## src/hdl/jas_pkg.sv

```systemverilog
// ----------------------------------------------------------------------------
// jas_pkg: shared types and constants for the JPEG APP1 segment stripper
// Parser modes, marker codes and the command record passed from the parser
// to the result sequencer.
// ----------------------------------------------------------------------------
package jas_pkg;

    // marker bytes
    localparam logic [7:0] MARK_PREFIX = 8'hFF;
    localparam logic [7:0] MARK_SOI    = 8'hD8;
    localparam logic [7:0] MARK_SOS    = 8'hDA;
    localparam logic [7:0] MARK_EOI    = 8'hD9;
    localparam logic [7:0] MARK_APP1   = 8'hE1;

    // segment header is FF, marker, length high, length low
    localparam int unsigned HDR_BYTES = 4;

    // status codes carried by the final status result
    localparam logic [1:0] STAT_OK       = 2'd0;
    localparam logic [1:0] STAT_NOT_JPEG = 2'd1;
    localparam logic [1:0] STAT_CORRUPT  = 2'd2;

    // result kinds
    localparam logic KIND_DATA   = 1'b0;
    localparam logic KIND_STATUS = 1'b1;

    // default depth of the command queue between parser and sequencer;
    // five covers a copied header draining while its body bytes arrive
    localparam int unsigned QUEUE_DEPTH_DEF = 5;

    // parser modes
    typedef enum logic [7:0] {
        MODE_SOI0      = 8'b0000_0001,
        MODE_SOI1      = 8'b0000_0010,
        MODE_HEADER    = 8'b0000_0100,
        MODE_COPY_BODY = 8'b0000_1000,
        MODE_SKIP_BODY = 8'b0001_0000,
        MODE_COPY_REST = 8'b0010_0000,
        MODE_SILENT    = 8'b0100_0000,
        MODE_NOT_JPEG  = 8'b1000_0000
    } mode_t;

    // one request from the parser: up to four data bytes, then optional status
    typedef struct packed {
        logic [2:0]      data_cnt;
        logic [3:0][7:0] data;
        logic            stat_flag;
        logic [1:0]      stat;
    } cmd_t;

endpackage

```

## src/hdl/jas_front.sv

```systemverilog
// ----------------------------------------------------------------------------
// jas_front: byte parser
// Accepts one file byte per cycle unless the queue is full, tracks the segment
// structure and turns each byte into a command for the result sequencer.
// ----------------------------------------------------------------------------
module jas_front
    import jas_pkg::*;
(
    input  logic        aclk,
    input  logic        aresetn,
    input  logic        cfg_wr_en,
    input  logic [31:0] cfg_wr_data,
    input  logic        s_valid,
    output logic        s_ready,
    input  logic [7:0]  s_in_byte,
    input  logic        q_full,
    output logic        q_push,
    output cmd_t        q_cmd
);

    logic [31:0] file_length_reg;
    logic [31:0] pos_reg, pos_next;
    mode_t       mode_reg, mode_next;
    logic [1:0]  hdr_idx_reg, hdr_idx_next;
    logic [7:0]  held0_reg, held0_next;
    logic [7:0]  held1_reg, held1_next;
    logic [15:0] seg_rem_reg, seg_rem_next;
    logic        failed_reg, failed_next;

    logic        accept;
    logic        active;
    logic [31:0] bytes_left;
    logic [15:0] seg_len;
    logic        seg_overrun;
    cmd_t        cmd;

    assign s_ready    = !q_full;
    assign accept     = s_valid && s_ready;
    assign active     = pos_reg < file_length_reg;
    assign bytes_left = file_length_reg - pos_reg;
    assign seg_len    = {held1_reg, s_in_byte};
    // segment end (start + 2 + length) beyond the file
    assign seg_overrun = {17'b0, seg_len} > ({1'b0, bytes_left} + 33'd1);

    // parse step
    always_comb begin
        pos_next     = pos_reg;
        mode_next    = mode_reg;
        hdr_idx_next = hdr_idx_reg;
        held0_next   = held0_reg;
        held1_next   = held1_reg;
        seg_rem_next = seg_rem_reg;
        failed_next  = failed_reg;
        cmd          = '0;

        if (accept && active) begin
            unique case (mode_reg)
                MODE_SOI0: begin
                    if (file_length_reg < 32'(HDR_BYTES) || s_in_byte != MARK_PREFIX)
                        mode_next = MODE_NOT_JPEG;
                    else
                        mode_next = MODE_SOI1;
                end
                MODE_SOI1: begin
                    if (s_in_byte != MARK_SOI) begin
                        mode_next = MODE_NOT_JPEG;
                    end else begin
                        cmd.data_cnt = 3'd2;
                        cmd.data[0]  = MARK_PREFIX;
                        cmd.data[1]  = MARK_SOI;
                        mode_next    = MODE_HEADER;
                        hdr_idx_next = 2'd0;
                    end
                end
                MODE_HEADER: begin
                    unique case (hdr_idx_reg)
                        2'd0: begin
                            if (bytes_left < 32'(HDR_BYTES) || s_in_byte != MARK_PREFIX)
                                mode_next = MODE_SILENT;
                            else
                                hdr_idx_next = 2'd1;
                        end
                        2'd1: begin
                            held0_next   = s_in_byte;
                            hdr_idx_next = 2'd2;
                        end
                        2'd2: begin
                            held1_next   = s_in_byte;
                            hdr_idx_next = 2'd3;
                        end
                        default: begin
                            hdr_idx_next = 2'd0;
                            cmd.data[0]  = MARK_PREFIX;
                            cmd.data[1]  = held0_reg;
                            cmd.data[2]  = held1_reg;
                            cmd.data[3]  = s_in_byte;
                            if (seg_overrun) begin
                                failed_next = 1'b1;
                                mode_next   = MODE_SILENT;
                            end else if (held0_reg == MARK_SOS || held0_reg == MARK_EOI) begin
                                cmd.data_cnt = 3'd4;
                                mode_next    = MODE_COPY_REST;
                            end else if (seg_len < 16'd2) begin
                                failed_next = 1'b1;
                                mode_next   = MODE_SILENT;
                            end else begin
                                seg_rem_next = seg_len - 16'd2;
                                if (held0_reg != MARK_APP1)
                                    cmd.data_cnt = 3'd4;
                                if (seg_len == 16'd2)
                                    mode_next = MODE_HEADER;
                                else if (held0_reg == MARK_APP1)
                                    mode_next = MODE_SKIP_BODY;
                                else
                                    mode_next = MODE_COPY_BODY;
                            end
                        end
                    endcase
                end
                MODE_COPY_BODY, MODE_SKIP_BODY: begin
                    if (mode_reg == MODE_COPY_BODY) begin
                        cmd.data_cnt = 3'd1;
                        cmd.data[0]  = s_in_byte;
                    end
                    if (seg_rem_reg <= 16'd1) begin
                        seg_rem_next = '0;
                        mode_next    = MODE_HEADER;
                        hdr_idx_next = 2'd0;
                    end else begin
                        seg_rem_next = seg_rem_reg - 16'd1;
                    end
                end
                MODE_COPY_REST: begin
                    cmd.data_cnt = 3'd1;
                    cmd.data[0]  = s_in_byte;
                end
                MODE_SILENT, MODE_NOT_JPEG: begin
                end
                default: begin
                end
            endcase

            pos_next = pos_reg + 32'd1;
            // last byte of the file: append the status result
            if (bytes_left == 32'd1) begin
                cmd.stat_flag = 1'b1;
                if (mode_next == MODE_NOT_JPEG)
                    cmd.stat = STAT_NOT_JPEG;
                else if (failed_next)
                    cmd.stat = STAT_CORRUPT;
                else
                    cmd.stat = STAT_OK;
            end
        end
    end

    assign q_push = accept && active && (cmd.data_cnt != 3'd0 || cmd.stat_flag);
    assign q_cmd  = cmd;

    // state registers
    always_ff @(posedge aclk) begin
        if (!aresetn) begin
            file_length_reg <= '0;
            pos_reg         <= '0;
            mode_reg        <= MODE_SOI0;
            hdr_idx_reg     <= '0;
            held0_reg       <= '0;
            held1_reg       <= '0;
            seg_rem_reg     <= '0;
            failed_reg      <= 1'b0;
        end else begin
            if (cfg_wr_en)
                file_length_reg <= cfg_wr_data;
            pos_reg     <= pos_next;
            mode_reg    <= mode_next;
            hdr_idx_reg <= hdr_idx_next;
            held0_reg   <= held0_next;
            held1_reg   <= held1_next;
            seg_rem_reg <= seg_rem_next;
            failed_reg  <= failed_next;
        end
    end

endmodule

```

## src/hdl/jas_queue.sv

```systemverilog
// ----------------------------------------------------------------------------
// jas_queue: command queue
// Small FIFO of parser commands so that the parser and the sequencer stall
// independently.
// ----------------------------------------------------------------------------
module jas_queue
    import jas_pkg::*;
#(
    parameter int unsigned DEPTH = QUEUE_DEPTH_DEF
) (
    input  logic aclk,
    input  logic aresetn,
    input  logic push,
    input  cmd_t push_cmd,
    input  logic pop,
    output cmd_t head_cmd,
    output logic full,
    output logic empty
);

    localparam int unsigned PTR_W = (DEPTH > 1) ? $clog2(DEPTH) : 1;
    localparam int unsigned CNT_W = $clog2(DEPTH + 1);

    cmd_t             mem [DEPTH];
    logic [PTR_W-1:0] wr_ptr_reg, rd_ptr_reg;
    logic [CNT_W-1:0] cnt_reg;
    logic             do_push, do_pop;

    assign full     = cnt_reg == CNT_W'(DEPTH);
    assign empty    = cnt_reg == '0;
    assign do_push  = push && !full;
    assign do_pop   = pop && !empty;
    assign head_cmd = mem[rd_ptr_reg];

    // storage
    always_ff @(posedge aclk) begin
        if (do_push)
            mem[wr_ptr_reg] <= push_cmd;
    end

    // pointers and fill level
    always_ff @(posedge aclk) begin
        if (!aresetn) begin
            wr_ptr_reg <= '0;
            rd_ptr_reg <= '0;
            cnt_reg    <= '0;
        end else begin
            if (do_push)
                wr_ptr_reg <= (wr_ptr_reg == PTR_W'(DEPTH - 1)) ? '0 : wr_ptr_reg + PTR_W'(1);
            if (do_pop)
                rd_ptr_reg <= (rd_ptr_reg == PTR_W'(DEPTH - 1)) ? '0 : rd_ptr_reg + PTR_W'(1);
            if (do_push && !do_pop)
                cnt_reg <= cnt_reg + CNT_W'(1);
            else if (do_pop && !do_push)
                cnt_reg <= cnt_reg - CNT_W'(1);
        end
    end

endmodule

```

## src/hdl/jas_back.sv

```systemverilog
// ----------------------------------------------------------------------------
// jas_back: result sequencer
// Walks the command at the head of the queue and presents its results one
// per cycle, while m_ready is high, through a registered output stage.
// ----------------------------------------------------------------------------
module jas_back
    import jas_pkg::*;
(
    input  logic       aclk,
    input  logic       aresetn,
    input  cmd_t       head_cmd,
    input  logic       q_empty,
    output logic       q_pop,
    output logic       m_valid,
    input  logic       m_ready,
    output logic [7:0] m_out_byte,
    output logic       m_kind,
    output logic [1:0] m_status,
    output logic       m_run_last
);

    logic [2:0] idx_reg, idx_next;
    logic       valid_reg;
    logic [7:0] byte_reg;
    logic       kind_reg;
    logic [1:0] stat_reg;
    logic       last_reg;

    logic [2:0] total;
    logic       load;
    logic       is_data;
    logic       is_last;

    assign total   = head_cmd.data_cnt + {2'b0, head_cmd.stat_flag};
    assign load    = !q_empty && (!valid_reg || m_ready);
    assign is_data = idx_reg < head_cmd.data_cnt;
    assign is_last = idx_reg == (total - 3'd1);
    assign q_pop   = load && is_last;

    // position within the current request
    always_comb begin
        idx_next = idx_reg;
        if (load)
            idx_next = is_last ? 3'd0 : idx_reg + 3'd1;
    end

    // output stage control
    always_ff @(posedge aclk) begin
        if (!aresetn) begin
            idx_reg   <= '0;
            valid_reg <= 1'b0;
        end else begin
            idx_reg <= idx_next;
            if (load)
                valid_reg <= 1'b1;
            else if (m_ready)
                valid_reg <= 1'b0;
        end
    end

    // output payload
    always_ff @(posedge aclk) begin
        if (load) begin
            byte_reg <= is_data ? head_cmd.data[idx_reg[1:0]] : 8'd0;
            kind_reg <= is_data ? KIND_DATA : KIND_STATUS;
            stat_reg <= is_data ? STAT_OK : head_cmd.stat;
            last_reg <= is_last;
        end
    end

    assign m_valid    = valid_reg;
    assign m_out_byte = byte_reg;
    assign m_kind     = kind_reg;
    assign m_status   = stat_reg;
    assign m_run_last = last_reg;

endmodule

```

## src/hdl/jpeg_app1_segment_stripper_core.sv

```systemverilog
// ----------------------------------------------------------------------------
// jpeg_app1_segment_stripper_core: streaming JPEG APP1 segment remover
// Removes APP1 (EXIF) segments from a JPEG byte stream and reports a final
// status after the last byte of the file.
// ----------------------------------------------------------------------------
// Write file_length before streaming a file; reset restarts the parser. The
// parser takes one byte per cycle whenever the command queue has room and
// turns it into zero to five results (a header gives four bytes, the last
// byte adds the status result). The output stage sends one result per cycle
// while m_ready is high. The three header bytes ahead of a copied header
// give nothing, so with m_ready held high the queue (QUEUE_DEPTH requests,
// five by default) absorbs the drain of a header and bytes keep flowing at
// one per cycle; only a receiver holding m_ready low fills it and drops
// s_ready. Bytes sent past file_length are taken and dropped. No clearing
// pass after reset.
module jpeg_app1_segment_stripper_core
    import jas_pkg::*;
#(
    parameter int unsigned QUEUE_DEPTH = QUEUE_DEPTH_DEF
) (
    input  logic        aclk,
    input  logic        aresetn,
    input  logic        cfg_wr_en,
    input  logic [31:0] cfg_wr_data,
    input  logic        s_valid,
    output logic        s_ready,
    input  logic [7:0]  s_in_byte,
    output logic        m_valid,
    input  logic        m_ready,
    output logic [7:0]  m_out_byte,
    output logic        m_kind,
    output logic [1:0]  m_status,
    output logic        m_run_last
);

    logic q_full, q_empty, q_push, q_pop;
    cmd_t push_cmd, head_cmd;

    // parser
    jas_front u_front (
        .aclk        (aclk),
        .aresetn     (aresetn),
        .cfg_wr_en   (cfg_wr_en),
        .cfg_wr_data (cfg_wr_data),
        .s_valid     (s_valid),
        .s_ready     (s_ready),
        .s_in_byte   (s_in_byte),
        .q_full      (q_full),
        .q_push      (q_push),
        .q_cmd       (push_cmd)
    );

    // request queue
    jas_queue #(
        .DEPTH (QUEUE_DEPTH)
    ) u_queue (
        .aclk     (aclk),
        .aresetn  (aresetn),
        .push     (q_push),
        .push_cmd (push_cmd),
        .pop      (q_pop),
        .head_cmd (head_cmd),
        .full     (q_full),
        .empty    (q_empty)
    );

    // result sequencer
    jas_back u_back (
        .aclk       (aclk),
        .aresetn    (aresetn),
        .head_cmd   (head_cmd),
        .q_empty    (q_empty),
        .q_pop      (q_pop),
        .m_valid    (m_valid),
        .m_ready    (m_ready),
        .m_out_byte (m_out_byte),
        .m_kind     (m_kind),
        .m_status   (m_status),
        .m_run_last (m_run_last)
    );

endmodule

```

## config.mk

```make
export PLATFORM = sky130hd
export DESIGN_NAME = jpeg_app1_segment_stripper_core
export DESIGN_NICKNAME = d
export VERILOG_FILES = /design/src/hdl/jas_pkg.sv /design/src/hdl/jas_front.sv /design/src/hdl/jas_queue.sv /design/src/hdl/jas_back.sv /design/src/hdl/jpeg_app1_segment_stripper_core.sv
export SDC_FILE = /design/constraint.sdc
export NUM_CORES = 1
export LEC_CHECK = 0
export BUFFER_PORTS_ARGS = -buffer_cell sky130_fd_sc_hd__buf_2
export CORE_AREA = 2 2 180 182
export CTS_CLUSTER_DIAMETER = 40
export DETAILED_ROUTE_END_ITERATION = 16
export DIE_AREA = 0 0 182 184
export PLACE_DENSITY = 0.73
export SETUP_SLACK_MARGIN = 0.15
export SYNTH_ARGS = -nofsm -noshare
export SYNTH_HDL_FRONTEND = slang
export SYNTH_SLANG_ARGS = --single-unit
export TNS_END_PERCENT = 20
```

## constraint.sdc

```tcl
create_clock -name aclk -period 8.2 [get_ports aclk]
set_clock_uncertainty 0.05 [all_clocks]
set_input_delay 0.41 -clock aclk [delete_from_list [all_inputs] [get_ports aclk]]
set_output_delay 0.41 -clock aclk [all_outputs]
set_load 0.1 [all_outputs]
```

==> results.cfg <==
[logic_synthesis]
synth-compound-area-share = 0.1174
yosysWarnings = 0
synth-adder-area-share = 0.05084
syn_nets = 1752
async_flop_share = 0
syn-instance-count = 1636
synth_area_um2 = 17770
ys_ff_latch = 325
synth_top_family_by_area = simple AND/OR/NAND/NOR gates
ys.flop_type = edfxtp_1
synth_xor_area_frac = 0.04373
synth_mux_area_frac = 0.1041
synthSimpleGateAreaFrac = 0.1694
syn_avg_cell_area_um2 = 10.86
synth-edff-count = 202
synth_cell_types = 104
ys_seq_area_frac = 0.4799

[clock_network]
clockBufferDepth = 3
clkSlewWorstSetupHoldPaths_ns = 0.06
cts-hold-fix-buffers = 0
cts_setup_buffers = 0
numCtsBuffers = 41
ctsResizeCount = 0
cts_sinks = 325
cts_tree = done
insertion_delay_ns = 0.55
cts.root.buffer_cell = clkbuf_16
cts-htree-levels = 2

[sta]
setup_viol = 0
period_minus_slack_ns = 6.242
rsz0062_at_grt = false
slew_headroom = 0.2332
setup_tns_ns = 0
fin_hold_ws_ns = 0.04864
slew_violations = 0
hold_viol = 0
timing.fmax_mhz = 160.2
tightestPinTransition_ns = 1.150
fin_crit_sh = 0.7612

[floorplan]
coreArea_um2 = 31390
io_pins = 59
die_x_um = 182
rows = 65
start_util = 0.5660
die_h_um = 184
die-area_um2 = 33490

[grt]
grt_util_all_layers = 0.2586
antenna_found_initial = 0
grt_pass1_vias = 13230
grt_pass1_wl_um = 68880
grt.overflow.total = 0
grt_max_degree = 55

[critical_path]
start_kind = register
crit_fanout = 14
required_ns = 8.60
arrival_ns = 6.64
end_kind = register
rrSetupSlack_ns = 1.96
crit_type = register to register

[finish]
final_common_cell = edfxtp_1
antenna_cells = 0
drive_above_1_share = 0.1487
areaGrowthSynthToFinish_pct = 11.17
layout_common_cells = 202 x edfxtp_1, 188 x nor2_1, 122 x dfxtp_1
largest_reg_flops = 190
nets = 1785

[drt]
vias = 13030
wirelength_um = 42690
drtPass1Iterations = 5
vias_per_cell = 6.197
ant_nets = 0
post_drt_wl_per_cell_um = 20.30
drc = 0
initialDrtViolationCount = 1293

[pwr]
ir_worst_vdd_v = 0.0001664
p_leak_nw = 7.116
p_per_area_nw_per_um2 = 210.0

[outcome]
status = completed

[hold_path]
hp-class = input pin to register

[flow_run]
drv_cap = 0

[placed_design]
place.gp.congestion = 0.9235
hpwlAfterDp_um = 29360
port_buffers = 58
==> metrics by stage <==
step                      power [W]  instance area (um^2)    util  std cells  worst slack, ns
final                      0.004149                 19750  0.6293       2103            1.958
after global routing       0.004303                 19750  0.6293       2103            1.521
after CTS                  0.004170                 19750  0.6293       2103            1.984
after global placement     0.002346                 18350  0.5845       2028            2.110
after detailed placement   0.002354                 18350  0.5845       2028            2.011
after floorplan            0.002216                 17780       -       1636          0.01222
==> cell families after synthesis <==
| family | after synthesis |
|---|---|
| muxes | 117 |
| buffers and inverters | 146 |
| DFF | 325 |
| adders and majority gates | 71 |
| AOI/OAI and AO/OA | 296 |
| and+or+nand+nor | 594 |
| xor gates and xnor gates | 87 |
==> critical path: stages (launching register included) <==
cell,delay (ns)
dfxtp_1,0.33
inv_1,0.08
ha_1,0.55
nand2_1,0.12
a211oi_2,0.59
o21a_2,0.25
o211ai_2,0.17
nor4_4,0.35
nand4_1,0.22
xor2_1,0.19
ha_1,0.32
and3_1,0.21
nand4_1,0.09
o22a_1,0.13
a21bo_2,0.24
a2111oi_4,0.33
nand3b_1,0.13
nand4b_4,0.19
o21ai_2,0.26
inv_2,0.16
nor2_8,0.18
inv_1,0.06
ha_1,0.20
inv_1,0.07
fa_1,0.17
xor2_1,0.07
or3_1,0.30
a21oi_1,0.13
==> cell usage after synthesis, types with 7 or more instances <==
cell / n / area share
a21o_1: 12 / 0.0051
a21oi_1: 82 / 0.023
a31oi_1: 8 / 0.0028
a32o_1: 13 / 0.0073
and2_1: 29 / 0.010
and3_1: 11 / 0.0039
and4_1: 10 / 0.0049
buf_1: 11 / 0.0023
buf_2: 10 / 0.0028
clkbuf_1: 53 / 0.011
dfxtp_1: 123 / 0.14
edfxtp_1: 202 / 0.34
ha_1: 69 / 0.049
inv_1: 61 / 0.013
mux2i_1: 61 / 0.034
mux4_2: 54 / 0.068
nand2_1: 118 / 0.025
nand2b_1: 16 / 0.0056
nand3_1: 43 / 0.012
nand4_1: 39 / 0.014
nor2_1: 188 / 0.040
nor3_1: 43 / 0.012
nor4_1: 34 / 0.012
o211ai_1: 22 / 0.0093
o21a_1: 15 / 0.0063
o21ai_0: 48 / 0.014
o21ai_1: 8 / 0.0023
o22ai_1: 7 / 0.0025
or3_1: 12 / 0.0042
xnor2_1: 61 / 0.030
xor2_1: 24 / 0.012
==> cell type report <==
| type | instances | area, um^2 |
|---|---|---|
| Clock buffer | 50 | 1131 |
| Inverter | 63 | 237.7 |
| Sequential cell | 325 | 8529 |
| Clock inverter | 25 | 272.8 |
| Fill cell | 2505 | 11640 |
| Timing Repair Buffer | 73 | 402.9 |
| Multi-Input combinational cell | 1165 | 8677 |
| Tap cell | 402 | 503.0 |
==> report_power, final <==
group / switching, W / internal [W] / leakage, nW
registers: 0.0000155 / 0.00173 / 2.80
clock network: 0.000721 / 0.00110 / 0.689
logic: 0.000368 / 0.000215 / 3.63
total: 0.00111 / 0.00304 / 7.12
==> per-layer routing <==
layer	global-route usage	up-vias	wire [um]	part of all wire
met2	0.4640	394	21430	0.50
met3	0.03744	101	2075	0.049
li1	-	6190	-	-
met1	0.3144	6348	17760	0.42
met4	0.1035	0	1417	0.033
met5	0	-	0	0
==> worst paths after layout <==
check,startpoint,end,cells past startpoint
worst min-delay path,cfg_wr_data[5],u_front.file_length_reg[5],3
worst max-delay path,u_front.pos_reg[4],u_queue.cnt_reg[2],27
worst min register to register,u_back.m_valid,u_back.m_valid,2
worst max register to register,u_front.pos_reg[4],u_queue.cnt_reg[2],27
Power figures use the tool's default switching activity.
